$ cat src/rtl/ast_pkg.sv
package ast_pkg;

   localparam int PosBits = 32;
   localparam int FifoDepth = 4;
   localparam int FifoPtrBits = $clog2(FifoDepth);
   localparam int FifoCntBits = $clog2(FifoDepth + 1);

   localparam logic OpEnd = 1'b1;

   localparam logic [7:0] CharHash    = 8'h23;
   localparam logic [7:0] CharNewline = 8'h0A;
   localparam logic [7:0] CharColon   = 8'h3A;
   localparam logic [7:0] CharSemi    = 8'h3B;
   localparam logic [7:0] CharZero    = 8'h30;

   typedef logic [PosBits-1:0] pos_type;

   typedef enum logic [2:0] {
      ModeIdle,
      ModeComment,
      ModeIdent,
      ModeNumber,
      ModeDead
   } mode_type;

   typedef enum logic [2:0] {
      KindEof    = 3'd0,
      KindIdent  = 3'd1,
      KindNumber = 3'd2,
      KindColon  = 3'd3,
      KindSemi   = 3'd4,
      KindError  = 3'd5
   } kind_type;

   typedef enum logic [1:0] {
      ErrNone     = 2'd0,
      ErrBadChar  = 2'd1,
      ErrTooLarge = 2'd2
   } err_type;

   typedef struct packed {
      kind_type    kind;
      logic [31:0] span_start;
      logic [31:0] span_end;
      logic [63:0] value;
      err_type     err;
      logic        last;
   } res_type;

   // Up to two results per request, always in slot order.
   typedef struct packed {
      logic    v0;
      res_type r0;
      logic    v1;
      res_type r1;
   } push_type;

   function automatic res_type make_res(input kind_type kind, input pos_type s,
                                        input pos_type e, input logic [63:0] v,
                                        input err_type er, input logic lst);
      res_type r;
      r.kind       = kind;
      r.span_start = 32'(s);
      r.span_end   = 32'(e);
      r.value      = v;
      r.err        = er;
      r.last       = lst;
      return r;
   endfunction

endpackage

$ cat src/rtl/ast_scan.sv
module ast_scan (
   input  logic              clock,
   input  logic              reset,
   input  logic              req_tvalid,
   output logic              req_tready,
   input  logic [7:0]        req_tdata,   // char_byte
   input  logic [0:0]        req_tuser,   // op
   input  logic              room2,
   output ast_pkg::push_type push
);
   import ast_pkg::*;

   logic       item_valid_ff, item_valid_in;
   logic       op_ff;
   logic [7:0] char_ff;
   logic       accept, fire;

   mode_type    mode_ff, mode_in;
   pos_type     pos_ff, pos_in, begin_ff, begin_in, pos_next;
   logic [63:0] acc_ff, acc_in;
   logic [67:0] acc_times10;
   logic        overflow;
   logic [63:0] digit;

   logic    a_v, b_v, do_idle;
   res_type t_a, t_b;
   logic    is_alpha, is_digit, is_space;

   assign fire       = item_valid_ff && room2;
   assign req_tready = !item_valid_ff || room2;
   assign accept     = req_tvalid && req_tready;

   always_comb begin
      item_valid_in = item_valid_ff;
      if (accept) begin
         item_valid_in = 1'b1;
      end else if (fire) begin
         item_valid_in = 1'b0;
      end
   end

   always_ff @(posedge clock) begin
      if (reset) begin
         item_valid_ff <= 1'b0;
      end else begin
         item_valid_ff <= item_valid_in;
      end
      if (accept) begin
         op_ff   <= req_tuser[0];
         char_ff <= req_tdata;
      end
   end

   assign is_alpha = (char_ff inside {[8'h41:8'h5A], [8'h61:8'h7A], 8'h5F});
   assign is_digit = (char_ff inside {[8'h30:8'h39]});
   assign is_space = (char_ff inside {8'h20, 8'h09, 8'h0A, 8'h0D, 8'h0B, 8'h0C});

   assign pos_next    = pos_ff + pos_type'(1);
   assign digit       = 64'(char_ff - CharZero);
   // Ten times the value as two shifts, plus the new digit, in a word wide enough
   // to see any carry out of 64 bits.
   assign acc_times10 = {1'b0, acc_ff, 3'b000} + {3'b000, acc_ff, 1'b0} + {4'b0000, digit};
   assign overflow    = |acc_times10[67:64];

   always_comb begin
      mode_in  = mode_ff;
      pos_in   = pos_ff;
      begin_in = begin_ff;
      acc_in   = acc_ff;
      a_v      = 1'b0;
      b_v      = 1'b0;
      do_idle  = 1'b0;
      t_a      = make_res(KindIdent, begin_ff, pos_ff, 64'd0, ErrNone, 1'b0);
      t_b      = make_res(KindEof, pos_ff, pos_ff, 64'd0, ErrNone, 1'b1);

      if (op_ff == OpEnd) begin
         if (mode_ff != ModeDead) begin
            if (mode_ff == ModeIdent) begin
               a_v = 1'b1;
            end else if (mode_ff == ModeNumber) begin
               a_v = 1'b1;
               t_a = make_res(KindNumber, begin_ff, pos_ff, acc_ff, ErrNone, 1'b0);
            end
            b_v = 1'b1;
         end
         mode_in  = ModeIdle;
         pos_in   = '0;
         begin_in = '0;
         acc_in   = '0;
      end else begin
         case (mode_ff)
            ModeDead: begin
            end
            ModeComment: begin
               if (char_ff == CharNewline) begin
                  mode_in = ModeIdle;
               end
               pos_in = pos_next;
            end
            ModeIdent: begin
               if (is_alpha || is_digit) begin
                  pos_in = pos_next;
               end else begin
                  a_v     = 1'b1;
                  do_idle = 1'b1;
               end
            end
            ModeNumber: begin
               if (is_digit) begin
                  if (overflow) begin
                     b_v     = 1'b1;
                     t_b     = make_res(KindError, begin_ff, pos_next, 64'd0,
                                        ErrTooLarge, 1'b1);
                     mode_in = ModeDead;
                  end else begin
                     acc_in = acc_times10[63:0];
                     pos_in = pos_next;
                  end
               end else begin
                  a_v     = 1'b1;
                  t_a     = make_res(KindNumber, begin_ff, pos_ff, acc_ff, ErrNone, 1'b0);
                  do_idle = 1'b1;
               end
            end
            default: begin
               do_idle = 1'b1;
            end
         endcase

         if (do_idle) begin
            mode_in = ModeIdle;
            pos_in  = pos_next;
            if (is_space) begin
               mode_in = ModeIdle;
            end else if (char_ff == CharHash) begin
               mode_in = ModeComment;
            end else if (is_alpha) begin
               begin_in = pos_ff;
               mode_in  = ModeIdent;
            end else if (is_digit) begin
               begin_in = pos_ff;
               acc_in   = digit;
               mode_in  = ModeNumber;
            end else if (char_ff == CharColon) begin
               b_v = 1'b1;
               t_b = make_res(KindColon, pos_ff, pos_next, 64'd0, ErrNone, 1'b0);
            end else if (char_ff == CharSemi) begin
               b_v = 1'b1;
               t_b = make_res(KindSemi, pos_ff, pos_next, 64'd0, ErrNone, 1'b0);
            end else begin
               b_v     = 1'b1;
               t_b     = make_res(KindError, pos_ff, pos_next, 64'd0, ErrBadChar, 1'b1);
               mode_in = ModeDead;
            end
         end
      end
   end

   // A token that closes always goes out ahead of the one that the byte opens.
   always_comb begin
      push.v0 = fire && (a_v || b_v);
      push.r0 = a_v ? t_a : t_b;
      push.v1 = fire && a_v && b_v;
      push.r1 = t_b;
   end

   always_ff @(posedge clock) begin
      if (reset) begin
         mode_ff <= ModeIdle;
         pos_ff  <= '0;
      end else if (fire) begin
         mode_ff <= mode_in;
         pos_ff  <= pos_in;
      end
      if (fire) begin
         begin_ff <= begin_in;
         acc_ff   <= acc_in;
      end
   end

   a_error_kills : assert property (@(posedge clock) disable iff (reset)
      push.v0 && push.r0.kind == KindError |=> mode_ff == ModeDead)
      else $error("scanner not dead after an error token");

   a_eof_restarts : assert property (@(posedge clock) disable iff (reset)
      fire && op_ff == OpEnd |=> pos_ff == '0 && mode_ff == ModeIdle)
      else $error("scanner not back at position zero after end of source");

endmodule

$ cat src/rtl/ast_rsp_fifo.sv
module ast_rsp_fifo (
   input  logic              clock,
   input  logic              reset,
   input  ast_pkg::push_type push,
   output logic              room2,
   output logic              rsp_tvalid,
   input  logic              rsp_tready,
   output ast_pkg::res_type  head
);
   import ast_pkg::*;

   res_type                mem [FifoDepth];
   logic [FifoPtrBits-1:0] wr_ptr_ff, wr_ptr_in, rd_ptr_ff, rd_ptr_in;
   logic [FifoCntBits-1:0] count_ff, count_in, push_n;
   logic                   pop;

   assign pop        = rsp_tvalid && rsp_tready;
   assign rsp_tvalid = (count_ff != '0);
   assign room2      = (count_ff <= FifoCntBits'(FifoDepth - 2));
   assign head       = mem[rd_ptr_ff];
   assign push_n     = FifoCntBits'(push.v0) + FifoCntBits'(push.v1);

   always_comb begin
      wr_ptr_in = wr_ptr_ff + FifoPtrBits'(push_n);
      rd_ptr_in = rd_ptr_ff + FifoPtrBits'(pop);
      count_in  = count_ff + push_n - FifoCntBits'(pop);
   end

   always_ff @(posedge clock) begin
      if (reset) begin
         wr_ptr_ff <= '0;
         rd_ptr_ff <= '0;
         count_ff  <= '0;
      end else begin
         wr_ptr_ff <= wr_ptr_in;
         rd_ptr_ff <= rd_ptr_in;
         count_ff  <= count_in;
      end
   end

   always_ff @(posedge clock) begin
      if (push.v0) begin
         mem[wr_ptr_ff] <= push.r0;
      end
      if (push.v1) begin
         mem[wr_ptr_ff + FifoPtrBits'(1)] <= push.r1;
      end
   end

   a_no_overrun : assert property (@(posedge clock) disable iff (reset)
      push.v0 |-> count_ff <= FifoCntBits'(FifoDepth - 2))
      else $error("result queue written without room for two");

   a_slot_order : assert property (@(posedge clock) disable iff (reset)
      push.v1 |-> push.v0 && !push.r0.last)
      else $error("second result without a closing token ahead of it");

endmodule

$ cat src/rtl/assembler_source_tokenizer.sv
// Tokenizer for assembler source text. Each request carries one source byte
// (tuser 0) or the end of the source (tuser 1); results are tokens with kind,
// byte span, decimal value and error code, and tlast marks the EOF or error
// token that ends a stream. A request is registered, scanned once the queue
// has room for two results, and its results land in a four-entry result
// queue. One request is taken every cycle while the queue has room for two;
// a byte that both closes an identifier or number and makes a new token gives
// two results, which go out one by one, and the queue lets a short run of
// those pass at full input rate. Requests stall only while the queue has
// fewer than two free entries. After an error token all source bytes are
// dropped without result until the end request, which then gives no result.
// After EOF or that end request the next byte starts at position zero.
module assembler_source_tokenizer (
   input  logic         clock,
   input  logic         reset,
   input  logic         req_tvalid,
   output logic         req_tready,
   input  logic [7:0]   req_tdata,   // char_byte [7:0]
   input  logic [0:0]   req_tuser,   // op [0]
   output logic         rsp_tvalid,
   input  logic         rsp_tready,
   output logic [135:0] rsp_tdata,   // span_start [31:0], span_end [63:32],
                                     // number_value [127:64], error_code [129:128]
   output logic [2:0]   rsp_tuser,   // token_kind [2:0]
   output logic         rsp_tlast    // last
);
   import ast_pkg::*;

   push_type push;
   res_type  head;
   logic     room2;

   ast_scan u_scan (
      .clock      (clock),
      .reset      (reset),
      .req_tvalid (req_tvalid),
      .req_tready (req_tready),
      .req_tdata  (req_tdata),
      .req_tuser  (req_tuser),
      .room2      (room2),
      .push       (push)
   );

   ast_rsp_fifo u_rsp_fifo (
      .clock      (clock),
      .reset      (reset),
      .push       (push),
      .room2      (room2),
      .rsp_tvalid (rsp_tvalid),
      .rsp_tready (rsp_tready),
      .head       (head)
   );

   assign rsp_tdata = {6'b000000, head.err, head.value, head.span_end, head.span_start};
   assign rsp_tuser = head.kind;
   assign rsp_tlast = head.last;

endmodule

$ cat config.mk
export PLATFORM = sky130hd
export DESIGN_NAME = assembler_source_tokenizer
export DESIGN_NICKNAME = d
export VERILOG_FILES = /design/src/rtl/ast_pkg.sv /design/src/rtl/ast_scan.sv /design/src/rtl/ast_rsp_fifo.sv /design/src/rtl/assembler_source_tokenizer.sv
export SDC_FILE = /design/constraint.sdc
export NUM_CORES = 2
export LEC_CHECK = 0
export BUFFER_PORTS_ARGS = -buffer_cell sky130_fd_sc_hd__buf_4
export CAP_MARGIN = 40
export CORE_UTILIZATION = 47
export CTS_BUF_LIST = sky130_fd_sc_hd__clkbuf_2 sky130_fd_sc_hd__clkbuf_4 sky130_fd_sc_hd__clkbuf_8
export DETAILED_ROUTE_END_ITERATION = 10
export HOLD_SLACK_MARGIN = 0.15
export PLACE_DENSITY = 0.61
export SKIP_LAST_GASP = 1
export SLEW_MARGIN = 20
export SYNTH_ARGS = -nofsm -noshare
export SYNTH_HDL_FRONTEND = slang
export SYNTH_HIERARCHICAL = 1
export SYNTH_SLANG_ARGS = --single-unit
$ cat constraint.sdc
create_clock -name clock -period 20.2 [get_ports clock]
set_input_delay 1.01 -clock clock [delete_from_list [all_inputs] [get_ports clock]]
set_output_delay 1.01 -clock clock [all_outputs]
set_load 0.02 [all_outputs]
==> Flow_metrics.wiki <==
{| class="wikitable"
! Metric !! Value
|-
| Outcome || finished clean
|-
| Global-route usage over all layers || 0.2538
|-
| TritonCTS clock tree || done
|-
| # placed instances || ~4,300
|-
| I/O pin cnt || around 160
|-
| Cell Count, Final, Fillers Out || between 4,000 and 5,000
|-
| Hold buffers post-CTS || 0
|-
| Initial DRC Count || around 2,100
|-
| Clock tree root buffer cell || sky130_fd_sc_hd__clkbuf_8
|-
| Number of cell rows || approximately 110
|-
| Worst-margin pin slew || about 1.0 ns
|-
| Leak || 17.37 nW
|-
| Setup TNS after final layout || 0 ns
|-
| Per-cell routed wire length || between 20 and 30 microns
|-
| Number of antenna violations at the first check in global routing || 3
|-
| Count of port buffers added during placement || about 150
|-
| Critical Path Most Common Cell || sky130_fd_sc_hd__buf_4
|-
| Number of fill cells in the layout || 7,465
|-
| Sequential standard cell area || roughly 20,000 sq um
|-
| Commonest cells after routing, fill and taps aside || 641 x sky130_fd_sc_hd__edfxtp_1, 472 x sky130_fd_sc_hd__mux2_2, 230 x sky130_fd_sc_hd__nand2_1
|-
| Count of final setup violators || 0
|-
| Overall power after layout || ~0.0045 W
|-
| CP Class || reg -> reg
|-
| Total standard cell area after synthesis || approximately 42,000 sq um
|-
| Top Usage Layer GRT || met2
|-
| Hold Path Class || in -> reg
|-
| Most common cell after layout, fill and taps aside || sky130_fd_sc_hd__edfxtp_1
|-
| Latest clock arrival within the worst-skew pair || 0.81 ns
|-
| Core area || ~88,000 sq um
|-
| Die X-Extent || about 300 microns
|-
| Worst IR drop on VDD || about 0.000077 V
|-
| Clk sinks || a little under 700
|-
| Met1 usage || 0.3329
|-
| CP max stage delay || 0.69 ns
|-
| Aggregate routed wire length || between 100,000 and 150,000 microns
|-
| Flops & latches, synth || 684
|-
| Clock tree buffer depth || 3
|-
| Reported max-cap violation count || 0
|-
| Highest net fanout along the worst path || between 40 and 50
|-
| Period minus WS final || just under 9 ns
|-
| Met2 layer usage reported by global route || 0.4345
|-
| Max frequency || around 110 MHz
|-
| Slew Limit Headroom || 0.3196
|-
| Nets || about 3,400
|-
| Required @ worst endpoint || 20.70 ns
|-
| Antenna violation net count after detailed routing || 0
|-
| Routability congestion estimate || slightly below 0.9
|-
| Layout Skew || 0.06912 ns
|-
| Number of post-CTS setup repair buffers || 0
|-
| Post-DP HPWL || around 73,000 microns
|-
| Total power divided by cell area || between 90 and 100 nW/um^2
|-
| Total overflow reported by the global router || 0
|-
| DR vias || roughly 27,000
|-
| Area of the die || about 90,000 sq um
|-
| Number of enable-type register cells in the synthesized netlist || 641
|-
| Number of iterations in the first detailed-routing pass || 6
|-
| Number of vias per cell || 6.008
|-
| Yosys warns || 6
|-
| Clock-pin slew reported for the worst setup and hold paths after clock tree synthesis || 0.06 ns
|-
| Starting utilization of the core area || 0.4739
|-
| RSZ-0062 raised after global routing || no
|-
| Fraction of registers with async set or reset after synthesis || 0
|-
| Layout overhead on the synthesized area || 10.87%
|-
| Number of different library cells in the post-synthesis netlist || 84
|-
| Arrival time at the worst endpoint || roughly 9.4 ns
|-
| Residual DRC count || 0
|-
| Sequential share of the synthesized area || 0.4809
|-
| Number of global-route vias before repair || between 20,000 and 30,000
|-
| Number of buffers created by CTS || roughly 120
|-
| Period utilization || 0.4387
|-
| Area of combinational cells with multiple inputs || approximately 20,000 sq um
|-
| Post-cts resize count || 0
|-
| Wire length of the first global-routing pass || 174,000 microns
|-
| Global routing usage on met3 || 0.04271
|-
| Worst Setup Start Kind || flop
|-
| Cells along the critical path || ha_1, or3_1, inv_2, buf_4, fa_1, ha_1, a21oi_1, nand2_1, a221oi_1, o221ai_1, nand3b_1, a21oi_1, a211oi_2, o41ai_4, a211oi_1, clkbuf_2, nand3_4, buf_16, buf_4, buf_4, buf_16, mux2_2
|-
| Largest net degree at the start of global routing || between 100 and 150
|-
| Element type at the critical path end || flop
|-
| Number of max-slew violations in the final report || 0
|-
| Count of mapped cells out of synthesis || about 3,200
|-
| Final Hold Violating Endpoints || 0
|-
| Vertical die dimension || approximately 300 microns
|-
| Predominant post-synthesis flop cell || sky130_fd_sc_hd__edfxtp_1
|-
| Average cell area after synthesis || between 10 and 15 sq um
|-
| Fraction of layout cells with a size suffix above 1 || 0.3434
|-
| Critical-path top delay cell || sky130_fd_sc_hd__buf_4
|-
| # H-tree levels || 3
|}
==> state kept, by name, indices dropped and copies added, names as in the netlist <==
signal                flops
u_rsp_fifo/count_ff       3
u_rsp_fifo/mem          536
u_rsp_fifo/rd_ptr_ff      2
u_rsp_fifo/wr_ptr_ff      2
u_scan/acc_ff            64
u_scan/begin_ff          32
u_scan/char_ff            8
u_scan/item_valid_ff      1
u_scan/mode_ff            3
u_scan/op_ff              1
u_scan/pos_ff            32
==> worst max-delay path: cells and delay by family (launching register included) <==
| kind | cells | cell delay [ns] |
|---|---|---|
| adder cells (fa/ha/maj) | 3 | 1.32 |
| buffers and inverters | 7 | 2.93 |
| flip-flops | 1 | 0.53 |
| AO/OA/AOI/OAI | 7 | 2.19 |
| AND/OR/NAND/NOR | 4 | 1.08 |
| multiplexers | 1 | 0.38 |
==> per-stage QoR <==
step / worst slack (ns) / utilization / hold WS [ns] / instance area, sq um
finish: 11.34 / 0.5254 / 0.4089 / 46360
global placement: 10.66 / 0.4914 / 0.5242 / 43360
floorplan: 4.214 / - / 0.5275 / 42070
detailed placement: 11.16 / 0.4960 / 0.5627 / 43770
global route: 10.95 / 0.5254 / 0.3650 / 46360
CTS: 11.13 / 0.5244 / 0.3357 / 46270
==> routing by layer <==
metal | share of wire | wire length, microns
met3 | 0.065 | 7424
met4 | 0.017 | 1960
met1 | 0.42 | 48330
met5 | 0.00011 | 13
met2 | 0.50 | 56970
==> power by group <==
part / internal (W) / leakage [nW] / switching, W
combinational: 0.000594 / 9.93 / 0.000872
clock: 0.000728 / 1.33 / 0.000600
sequential: 0.00163 / 6.11 / 0.0000668
==> cells in the mapped netlist, drive strengths merged, types with 5 or more instances <==
cell type  count  area share
dfxtp         43       0.021
o21ai         78      0.0093
mux2         593        0.17
o41ai          5      0.0015
a21oi        102       0.012
o31ai         12      0.0022
ha            79       0.024
nand4b         9      0.0019
a21o          23      0.0041
nand4         30      0.0045
a311oi        12      0.0025
xor2          48       0.010
buf          188       0.031
a31oi         48      0.0072
mux4         134       0.072
fa            63       0.030
and2          72       0.011
clkbuf       109      0.0098
nor3b          7      0.0013
nand2b        10      0.0015
or3            8      0.0012
edfxtp       641        0.46
nor2         128       0.012
nand2        232       0.021
nor3          84       0.010
nand3         63      0.0077
o211ai        18      0.0034
and3          26      0.0039
o21a           9      0.0016
a211oi        37      0.0068
o21bai        10      0.0018
nand3b         8      0.0014
nor4          19      0.0028
xnor2         73       0.015
inv           45      0.0040
mux2i          7      0.0017
nor2b         40      0.0060
==> path summary, 6_finish.rpt <==
path | depth (start not counted) | startpoint | endpoint | slack, ns
min reg2reg | 2 | u_scan/item_valid_ff$_SDFFE_PP0P_ | u_scan/item_valid_ff$_SDFFE_PP0P_ | 0.56
max reg2reg | 22 | u_scan/char_ff[4]$_DFFE_PP_ | u_rsp_fifo/mem[0][71]$_DFFE_PP_ | 11.34
min | 1 | req_tdata[6] | u_scan/char_ff[6]$_DFFE_PP_ | 0.41
max | 22 | u_scan/char_ff[4]$_DFFE_PP_ | u_rsp_fifo/mem[0][71]$_DFFE_PP_ | 11.34
==> final cells by class <==
type	instances	share of cell area
diodes	2	0.0001080
clock buffers	176	0.04672
clock inverters	45	0.007314
inverters	46	0.003724
multi-input cells	2216	0.4348
flip-flops and latches	684	0.4339
well taps	1165	0.03144
repair buffers	211	0.04202
==> logic make-up after synthesis <==
logic type,after synthesis,share of synthesized area
and+or+nand+nor,753,0.08893
AOI/OAI and AO/OA,394,0.06116
adders and majority gates,142,0.05380
buffers and inverters,343,0.04518
DFF,684,0.4809
other,2,0.0001796
xor gates and xnor gates,123,0.02645
muxes,734,0.2434
No activity file was read; power rests on OpenSTA's default activity.
